$ cat src/design/pmc_pkg.sv
// ----------------------------------------------------------------------------
// pmc_pkg - shared definitions for the PS/2 mouse packet cursor core
// Register indexes, reset values, button byte codes and press codes.
// ----------------------------------------------------------------------------
`timescale 1ns / 1ps
`default_nettype none

package pmc_pkg;

   // Default width of a cursor coordinate
   localparam int PMC_COORD_WIDTH = 12;

   // Size registers
   localparam int SIZE_WIDTH = 13;
   localparam int CSR_ADDR_WIDTH = 1;

   localparam logic [CSR_ADDR_WIDTH-1:0] CSR_SCREEN_WIDTH  = 1'b0;
   localparam logic [CSR_ADDR_WIDTH-1:0] CSR_SCREEN_HEIGHT = 1'b1;

   localparam logic [SIZE_WIDTH-1:0] SCREEN_WIDTH_RESET  = 13'd640;
   localparam logic [SIZE_WIDTH-1:0] SCREEN_HEIGHT_RESET = 13'd480;

   // Margins taken off the screen size to give the clamp limits
   localparam int PMC_X_MARGIN = 2;
   localparam int PMC_Y_MARGIN = 20;

   // Position of a byte within a three-byte packet
   localparam logic [1:0] BYTE_STATUS = 2'd0;
   localparam logic [1:0] BYTE_MOVE_X = 2'd1;
   localparam logic [1:0] BYTE_MOVE_Y = 2'd2;

   // Whole status byte values that select a press code
   localparam logic [7:0] STATUS_LEFT   = 8'd9;
   localparam logic [7:0] STATUS_RIGHT  = 8'd10;
   localparam logic [7:0] STATUS_MIDDLE = 8'd12;

   // Press codes
   localparam logic [1:0] PRESS_NONE   = 2'd0;
   localparam logic [1:0] PRESS_LEFT   = 2'd1;
   localparam logic [1:0] PRESS_RIGHT  = 2'd2;
   localparam logic [1:0] PRESS_MIDDLE = 2'd3;

   // Signed movement, wide enough to hold the negated Y byte
   typedef logic signed [8:0] delta_type;

endpackage

`default_nettype wire

$ cat src/design/ps2_mouse_packet_cursor_core.sv
// ----------------------------------------------------------------------------
// ps2_mouse_packet_cursor_core - PS/2 mouse packet decoder with cursor
// Gathers mouse bytes into three-byte packets and keeps a clamped cursor
// and a button press code.
// ----------------------------------------------------------------------------
// Bytes arrive on the req stream with the aux flag in tuser; bytes without
// the flag are dropped. Every third mouse byte closes a packet and gives
// one item on the rsp stream: the cursor after the packet's movement,
// clamped to 0..screen_width-2 and 0..screen_height-20, the press code and
// the three button bits. One byte is taken every cycle unless a closing
// byte stalls; a result passes through the input register, then the result
// register. The rsp register lets the next bytes in while a result waits;
// only a closing byte stalls, and only while that register is full and not
// being read. The user must write screen sizes through the csr port only
// while the stream is idle; the block itself does not enforce this.
// ----------------------------------------------------------------------------
`timescale 1ns / 1ps
`default_nettype none

module ps2_mouse_packet_cursor_core
   import pmc_pkg::*;
#(
   parameter int COORD_WIDTH = PMC_COORD_WIDTH,
   localparam int RspBits  = 2 * COORD_WIDTH + 5,
   localparam int RspWidth = ((RspBits + 7) / 8) * 8
) (
   input  wire logic                      clock,
   input  wire logic                      reset,

   // Mouse bytes
   input  wire logic                      req_tvalid,
   output logic                           req_tready,
   input  wire logic [7:0]                req_tdata,   // [7:0] data_byte
   input  wire logic                      req_tuser,   // [0] aux_flag

   // Packet results
   output logic                           rsp_tvalid,
   input  wire logic                      rsp_tready,
   output logic      [RspWidth-1:0]       rsp_tdata,   // cursor_x, cursor_y,
                                                       // press_code, button_bits

   // Register writes
   input  wire logic                      csr_we,
   input  wire logic [CSR_ADDR_WIDTH-1:0] csr_addr,
   input  wire logic [SIZE_WIDTH-1:0]     csr_wdata
);

   // Size registers
   logic [SIZE_WIDTH-1:0] width_ff, height_ff;

   // Input register
   logic       s1_valid_ff, s1_valid_in;
   logic       s1_aux_ff;
   logic [7:0] s1_byte_ff;

   // Packet state
   logic [1:0]             byte_index_ff, byte_index_in;
   logic [7:0]             b0_ff, b1_ff;
   logic [COORD_WIDTH-1:0] pos_x_ff, pos_x_in;
   logic [COORD_WIDTH-1:0] pos_y_ff, pos_y_in;
   logic [2:0]             old_buttons_ff, old_buttons_in;
   logic [1:0]             press_ff, press_in;

   // Result register
   logic                rsp_valid_ff, rsp_valid_in;
   logic [RspWidth-1:0] rsp_data_ff;

   logic                   out_free, closes, s1_go, take;
   logic [COORD_WIDTH-1:0] axis_x, axis_y;
   delta_type              delta_x, delta_y;

   // Register writes
   always_ff @(posedge clock) begin
      if (reset) begin
         width_ff  <= SCREEN_WIDTH_RESET;
         height_ff <= SCREEN_HEIGHT_RESET;
      end else if (csr_we) begin
         unique case (csr_addr)
            CSR_SCREEN_WIDTH:  width_ff  <= csr_wdata;
            CSR_SCREEN_HEIGHT: height_ff <= csr_wdata;
            default: ;
         endcase
      end
   end

   // Handshake: a closing byte needs room in the result register
   assign out_free   = !rsp_valid_ff || rsp_tready;
   assign closes     = s1_aux_ff && (byte_index_ff == BYTE_MOVE_Y);
   assign s1_go      = s1_valid_ff && (!closes || out_free);
   assign take       = s1_go && s1_aux_ff;
   assign req_tready = !s1_valid_ff || s1_go;

   assign s1_valid_in = (req_tvalid && req_tready) || (s1_valid_ff && !s1_go);

   always_ff @(posedge clock) begin
      if (reset) begin
         s1_valid_ff <= 1'b0;
      end else begin
         s1_valid_ff <= s1_valid_in;
      end
   end

   always_ff @(posedge clock) begin
      if (req_tvalid && req_tready) begin
         s1_aux_ff  <= req_tuser;
         s1_byte_ff <= req_tdata;
      end
   end

   // Movement from bytes 1 and 2; Y axis runs the other way
   assign delta_x = {b1_ff[7], b1_ff};
   assign delta_y = -$signed({s1_byte_ff[7], s1_byte_ff});

   pmc_axis #(
      .CoordWidth (COORD_WIDTH),
      .Margin     (PMC_X_MARGIN)
   ) u_axis_x (
      .pos_i   (pos_x_ff),
      .delta_i (delta_x),
      .size_i  (width_ff),
      .pos_o   (axis_x)
   );

   pmc_axis #(
      .CoordWidth (COORD_WIDTH),
      .Margin     (PMC_Y_MARGIN)
   ) u_axis_y (
      .pos_i   (pos_y_ff),
      .delta_i (delta_y),
      .size_i  (height_ff),
      .pos_o   (axis_y)
   );

   // Packet update
   always_comb begin
      byte_index_in  = byte_index_ff;
      pos_x_in       = pos_x_ff;
      pos_y_in       = pos_y_ff;
      old_buttons_in = old_buttons_ff;
      press_in       = press_ff;
      if (take) begin
         if (byte_index_ff == BYTE_MOVE_Y) begin
            byte_index_in = BYTE_STATUS;
            // No movement leaves the cursor as it is
            if (b1_ff != 8'd0 || s1_byte_ff != 8'd0) begin
               pos_x_in = axis_x;
               pos_y_in = axis_y;
            end
            // Button bits in order, a later bit overriding an earlier one
            for (int i = 0; i < 3; i++) begin
               if (b0_ff[i] != old_buttons_ff[i]) begin
                  if (old_buttons_ff[i]) begin
                     press_in = PRESS_NONE;
                  end else if (b0_ff == STATUS_LEFT) begin
                     press_in = PRESS_LEFT;
                  end else if (b0_ff == STATUS_RIGHT) begin
                     press_in = PRESS_RIGHT;
                  end else if (b0_ff == STATUS_MIDDLE) begin
                     press_in = PRESS_MIDDLE;
                  end
               end
            end
            old_buttons_in = b0_ff[2:0];
         end else if (byte_index_ff == BYTE_STATUS) begin
            byte_index_in = BYTE_MOVE_X;
         end else if (byte_index_ff == BYTE_MOVE_X) begin
            byte_index_in = BYTE_MOVE_Y;
         end else begin
            // Unused index acts as the status byte
            byte_index_in = BYTE_MOVE_X;
         end
      end
   end

   always_ff @(posedge clock) begin
      if (reset) begin
         byte_index_ff  <= BYTE_STATUS;
         pos_x_ff       <= '0;
         pos_y_ff       <= '0;
         old_buttons_ff <= '0;
         press_ff       <= PRESS_NONE;
      end else begin
         byte_index_ff  <= byte_index_in;
         pos_x_ff       <= pos_x_in;
         pos_y_ff       <= pos_y_in;
         old_buttons_ff <= old_buttons_in;
         press_ff       <= press_in;
      end
   end

   // Packet bytes held until the packet closes
   always_ff @(posedge clock) begin
      if (take) begin
         if (byte_index_ff == BYTE_MOVE_X) begin
            b1_ff <= s1_byte_ff;
         end else if (byte_index_ff != BYTE_MOVE_Y) begin
            b0_ff <= s1_byte_ff;
         end
      end
   end

   // Result register
   assign rsp_valid_in = (take && closes) || (rsp_valid_ff && !rsp_tready);

   always_ff @(posedge clock) begin
      if (reset) begin
         rsp_valid_ff <= 1'b0;
      end else begin
         rsp_valid_ff <= rsp_valid_in;
      end
   end

   always_ff @(posedge clock) begin
      if (take && closes) begin
         rsp_data_ff <= RspWidth'({old_buttons_in, press_in, pos_y_in, pos_x_in});
      end
   end

   assign rsp_tvalid = rsp_valid_ff;
   assign rsp_tdata  = rsp_data_ff;

endmodule

`default_nettype wire

$ cat src/design/pmc_axis.sv
// ----------------------------------------------------------------------------
// pmc_axis - one cursor axis: move and clamp
// Adds a signed movement to the position and clamps the sum to
// 0..limit, the limit being the screen size less a margin, held
// within 0..2^CoordWidth-1.
// ----------------------------------------------------------------------------
`timescale 1ns / 1ps
`default_nettype none

module pmc_axis
   import pmc_pkg::*;
#(
   parameter int CoordWidth = PMC_COORD_WIDTH,
   parameter int Margin     = PMC_X_MARGIN
) (
   input  wire logic [CoordWidth-1:0] pos_i,
   input  wire delta_type             delta_i,
   input  wire logic [SIZE_WIDTH-1:0] size_i,
   output logic      [CoordWidth-1:0] pos_o
);

   // Signed working width: covers the size, the position and a sign
   localparam int SumWidth = ((CoordWidth > SIZE_WIDTH) ? CoordWidth : SIZE_WIDTH) + 3;

   localparam logic signed [SumWidth-1:0] CoordMax =
      {{(SumWidth - CoordWidth){1'b0}}, {CoordWidth{1'b1}}};
   localparam logic signed [SumWidth-1:0] MarginS = SumWidth'(Margin);

   logic signed [SumWidth-1:0] lim_raw;
   logic signed [SumWidth-1:0] lim;
   logic signed [SumWidth-1:0] sum;
   logic signed [SumWidth-1:0] clamped;

   // Limit from the screen size
   always_comb begin
      lim_raw = $signed({{(SumWidth - SIZE_WIDTH){1'b0}}, size_i}) - MarginS;
      if (lim_raw < 0) begin
         lim = '0;
      end else if (lim_raw > CoordMax) begin
         lim = CoordMax;
      end else begin
         lim = lim_raw;
      end
   end

   // Move and clamp
   always_comb begin
      sum = $signed({{(SumWidth - CoordWidth){1'b0}}, pos_i})
            + SumWidth'(delta_i);
      if (sum < 0) begin
         clamped = '0;
      end else if (sum >= lim) begin
         clamped = lim;
      end else begin
         clamped = sum;
      end
   end

   assign pos_o = clamped[CoordWidth-1:0];

endmodule

`default_nettype wire
$ cat config.mk
export PLATFORM = sky130hd
export DESIGN_NAME = ps2_mouse_packet_cursor_core
export DESIGN_NICKNAME = d
export VERILOG_FILES = /design/src/design/pmc_pkg.sv /design/src/design/ps2_mouse_packet_cursor_core.sv /design/src/design/pmc_axis.sv
export SDC_FILE = /design/constraint.sdc
export NUM_CORES = 1
export LEC_CHECK = 0
export BUFFER_PORTS_ARGS = -buffer_cell sky130_fd_sc_hd__buf_2
export CELL_PAD_IN_SITES_DETAIL_PLACEMENT = 0
export CELL_PAD_IN_SITES_GLOBAL_PLACEMENT = 1
export CORE_ASPECT_RATIO = 1.2
export CORE_UTILIZATION = 43
export DETAILED_ROUTE_END_ITERATION = 16
export HOLD_SLACK_MARGIN = 0.15
export PLACE_DENSITY_LB_ADDON = 0.1
export SLEW_MARGIN = 25
export SYNTH_ARGS = -nofsm -noshare
export SYNTH_HDL_FRONTEND = slang
export SYNTH_HIERARCHICAL = 1
export SYNTH_SLANG_ARGS = --single-unit
$ cat constraint.sdc
create_clock -name clock -period 4.85 [get_ports clock]
set_clock_uncertainty 0.1 [all_clocks]
set_input_delay 0.97 -clock clock [delete_from_list [all_inputs] [get_ports clock]]
set_output_delay 0.97 -clock clock [all_outputs]
set_load 0.02 [all_outputs]
==> key figures <==
Outcome
  • Run status: completed

Clock tree
  • CTS H-tree lvls: 4
  • TritonCTS buffer count: 17
  • Clk_lat worst skew: 0.41 ns
  • CTS root buffer: clkbuf_16
  • Clock Sinks: 113
  • Max clock buf depth: 2
  • CTS tree: built
  • Clk pin slew, worst setup/hold paths: 0.05 ns

Power
  • Power density over the cells: 302 nW/um^2
  • P_leak: 3.66 nW
  • Peak VDD IR: ~0.21 mV

Floorplanning
  • I/O pins: 62
  • Die H: 149 um
  • Die W: around 120 um
  • Initial Util: 44.1%
  • Die ar.: 18600 um^2
  • Core ar.: 17600 um^2
  • # rows: 53

STA
  • PnR worst setup slack: 0.241 ns
  • Final hold violation count: 0
  • Worst-margin pin slew: 0.955 ns
  • Max_slew headroom: 36.1%
  • Maximum clock rate: 0.217 GHz
  • Final period util: 95.0%
  • Fin. max-slew vios: 0
  • Setup tns final: 0 ns
  • Tmin final: 4.61 ns
  • Final setup violation count: 0

Synthesis
  • Seq/Total Area, Yosys: 36.2%
  • Synth cell types: 81
  • Synthesized instance count: 808
  • Syn Area/Cell: 9.58 um^2
  • Mapped cell area: 7740 um^2
  • Synth Flop Type: dfxtp_1
  • Post-synth EDFFs: 54
  • Seq cells post-synth: 113
  • Asr flop ratio synth: 0%
  • Ys Warns: 6

Final layout
  • Most common cell after layout, fill and taps aside: nand2_1
  • Layout cell share with drive strength beyond 1: 22.6%
  • Final std cells w/o fill: 1104
  • Util after Layout: 51.5%
  • Commonest non-fill, non-tap cells in the layout: 89 x nand2_1, 63 x a21oi_1, 60 x nand2b_1, 59 x dfxtp_1, 58 x buf_2
  • Fill count: 1659
  • # nets final: approximately 960
  • Ant. Diodes: 0
  • Area growth, synth to finish: 16.8%

Global routing
  • First-pass GRT wire length: roughly 30000 um
  • Vias in the first global route: between 6k and 7k
  • Gr usage total: 21.1%
  • Gr ovfl total: 0
  • Largest net degree at the start of global routing: 84
  • Initial antenna violation count: 0

Route
  • DRT iter0 DRCs: 287
  • Vias/cell: 5.54
  • Met3 WL: 387 um
  • Antenna viol nets, final: 0
  • WL final: 19500 um
  • Drt pass-1 iters: 5
  • M1 WL: 8190 um
  • Vias: just over 6k
  • Highest metal used: met4
  • Drc violations: 0
  • Routed WL per cell: 17.6 um
  • WL met2: 10200 um

Worst setup path
  • Crit-path max cell delay: 0.41 ns
  • Setup CP Type: reg2reg
  • Crit Path Max Fanout: 4
  • CP top delay family: compound AO/OA/AOI/OAI gates
  • Slowest library cell on the worst path: or3b_4
  • CP Cell Sequence: inv_1 > ha_2 > or3b_4 > xor2_1 > ha_1 > a21o_1 > a221oi_2 > nor2_2 > o21a_1 > o31a_1 > ha_4 > and3_1 > nand4_1 > o211ai_1 > buf_4 > nand2_1 > nor4b_1 > mux2_4
  • Worst Setup End Kind: flop
  • Worst EP arrival: ~4.7 ns
  • Bufs and invs on worst path: 2
  • CP Launch Type: flop
  • Worst endpoint required time: between 4 and 5 ns

Placement
  • PortBufs: 58
  • Placed Cells: 1070
  • Dpl ws: -0.174 ns
  • HPWL after DPL: 14900 um
  • Gpl congestion: 0.858

Worst hold path
  • Worst hold path class: reg2reg

Run
  • Max-Cap Viols: 0
[flip-flops by register name, indices dropped and copies added, names as in the netlist]
| register | cells |
|---|---|
| s1_aux_ff | 1 |
| old_buttons_ff | 3 |
| byte_index_ff | 2 |
| rsp_tvalid | 1 |
| s1_valid_ff | 1 |
| pos_y_ff | 12 |
| height_ff | 13 |
| press_ff | 2 |
| pos_x_ff | 12 |
| s1_byte_ff | 8 |
| b0_ff | 8 |
| width_ff | 13 |
| rsp_tdata | 29 |
| b1_ff | 8 |
[report_power, final]
part / internal, W / switching [W] / leakage, nW / total [W]
logic: 0.000171 / 0.000224 / 2.30 / 0.000395
registers: 0.00102 / 0.0000297 / 1.04 / 0.00105
clock network: 0.000862 / 0.000426 / 0.320 / 0.00129
total: 0.00205 / 0.000680 / 3.66 / 0.00273
[cells in the mapped netlist (8+ instances only)]
library cell	number	share of area [%]
xnor2_1	19	2.1
o211ai_1	11	1.1
nor2_1	29	1.4
o21ai_0	25	1.6
nand2b_1	60	4.8
nand3_1	16	1.0
inv_1	30	1.5
nand3b_1	8	0.78
edfxtp_1	54	21
nor2b_1	10	0.81
a21oi_1	67	4.3
nor3_1	17	1.1
ha_1	57	9.2
xor2_1	14	1.6
o21bai_1	13	1.3
dfxtp_1	59	15
mux2i_1	28	3.6
mux2_2	20	2.9
a21o_1	15	1.5
clkbuf_1	22	1.1
nand2_1	89	4.3
[worst paths after layout]
path                               startpoint             to  slack [ns]  cells after the start
worst min register to register    width_ff[0]    width_ff[0]        0.37                      2
worst min-delay path              width_ff[0]    width_ff[0]        0.37                      2
worst max register to register  s1_byte_ff[1]  rsp_tdata[23]        0.24                     18
worst max-delay path            s1_byte_ff[1]  rsp_tdata[23]        0.24                     18
[what timing repair did]
action | CTS | global route
resized for setup | 3 | 28
hold buffers | 0 | 0
setup endpoints to repair | 14 | 24
buffers inserted | 0 | 2
pin swaps | 0 | 13
[metrics by stage]
step / hold WS (ns) / total power [W] / instance area [um^2]
final: 0.373 / 0.00273 / 9040
after global routing: 0.399 / 0.00285 / 9040
after CTS: 0.370 / 0.00275 / 8900
after detailed placement: 0.363 / 0.00145 / 8250
after global placement: 0.354 / 0.00144 / 8250
after floorplan: 0.335 / 0.00134 / 7750
[kinds of logic after synthesis]
kind of cell / share of synthesized area [%]
AOI/OAI and AO/OA: 16.5
xor gates and xnor gates: 4.15
adders and majority gates: 9.86
buffers and inverters: 4.57
DFF: 36.2
muxes: 7.89
other: 0.145
and+or+nand+nor: 20.7
[area by class of cell]
| class | count | area, um^2 | share of cell area, % |
|---|---|---|---|
| inverters | 30 | 113 | 1.25 |
| clock inverters | 5 | 26.3 | 0.291 |
| flip-flops and latches | 113 | 2800 | 31.0 |
| clock buffers | 27 | 611 | 6.75 |
| well taps | 220 | 275 | 3.04 |
| repair buffers | 80 | 468 | 5.18 |
| multi-input cells | 629 | 4750 | 52.5 |
[worst reg2reg max path: cells and delay by family (launching register included)]
| family | cells | cell delay, ns |
|---|---|---|
| AOI/OAI and AO/OA | 5 | 1.34 |
| and+or+nand+nor | 6 | 1.02 |
| adders and majority gates | 3 | 0.81 |
| DFF | 1 | 0.38 |
| muxes | 1 | 0.29 |
| buffers and inverters | 2 | 0.27 |
| xor gates and xnor gates | 1 | 0.16 |
[routing by layer]
layer	vias to the layer above	global-route usage (%)
met3	34	3.26
met4	0	11.0
met5	-	0
met1	2919	24.2
met2	100	38.0
li1	3062	-
Power figures use the tool's default switching activity.
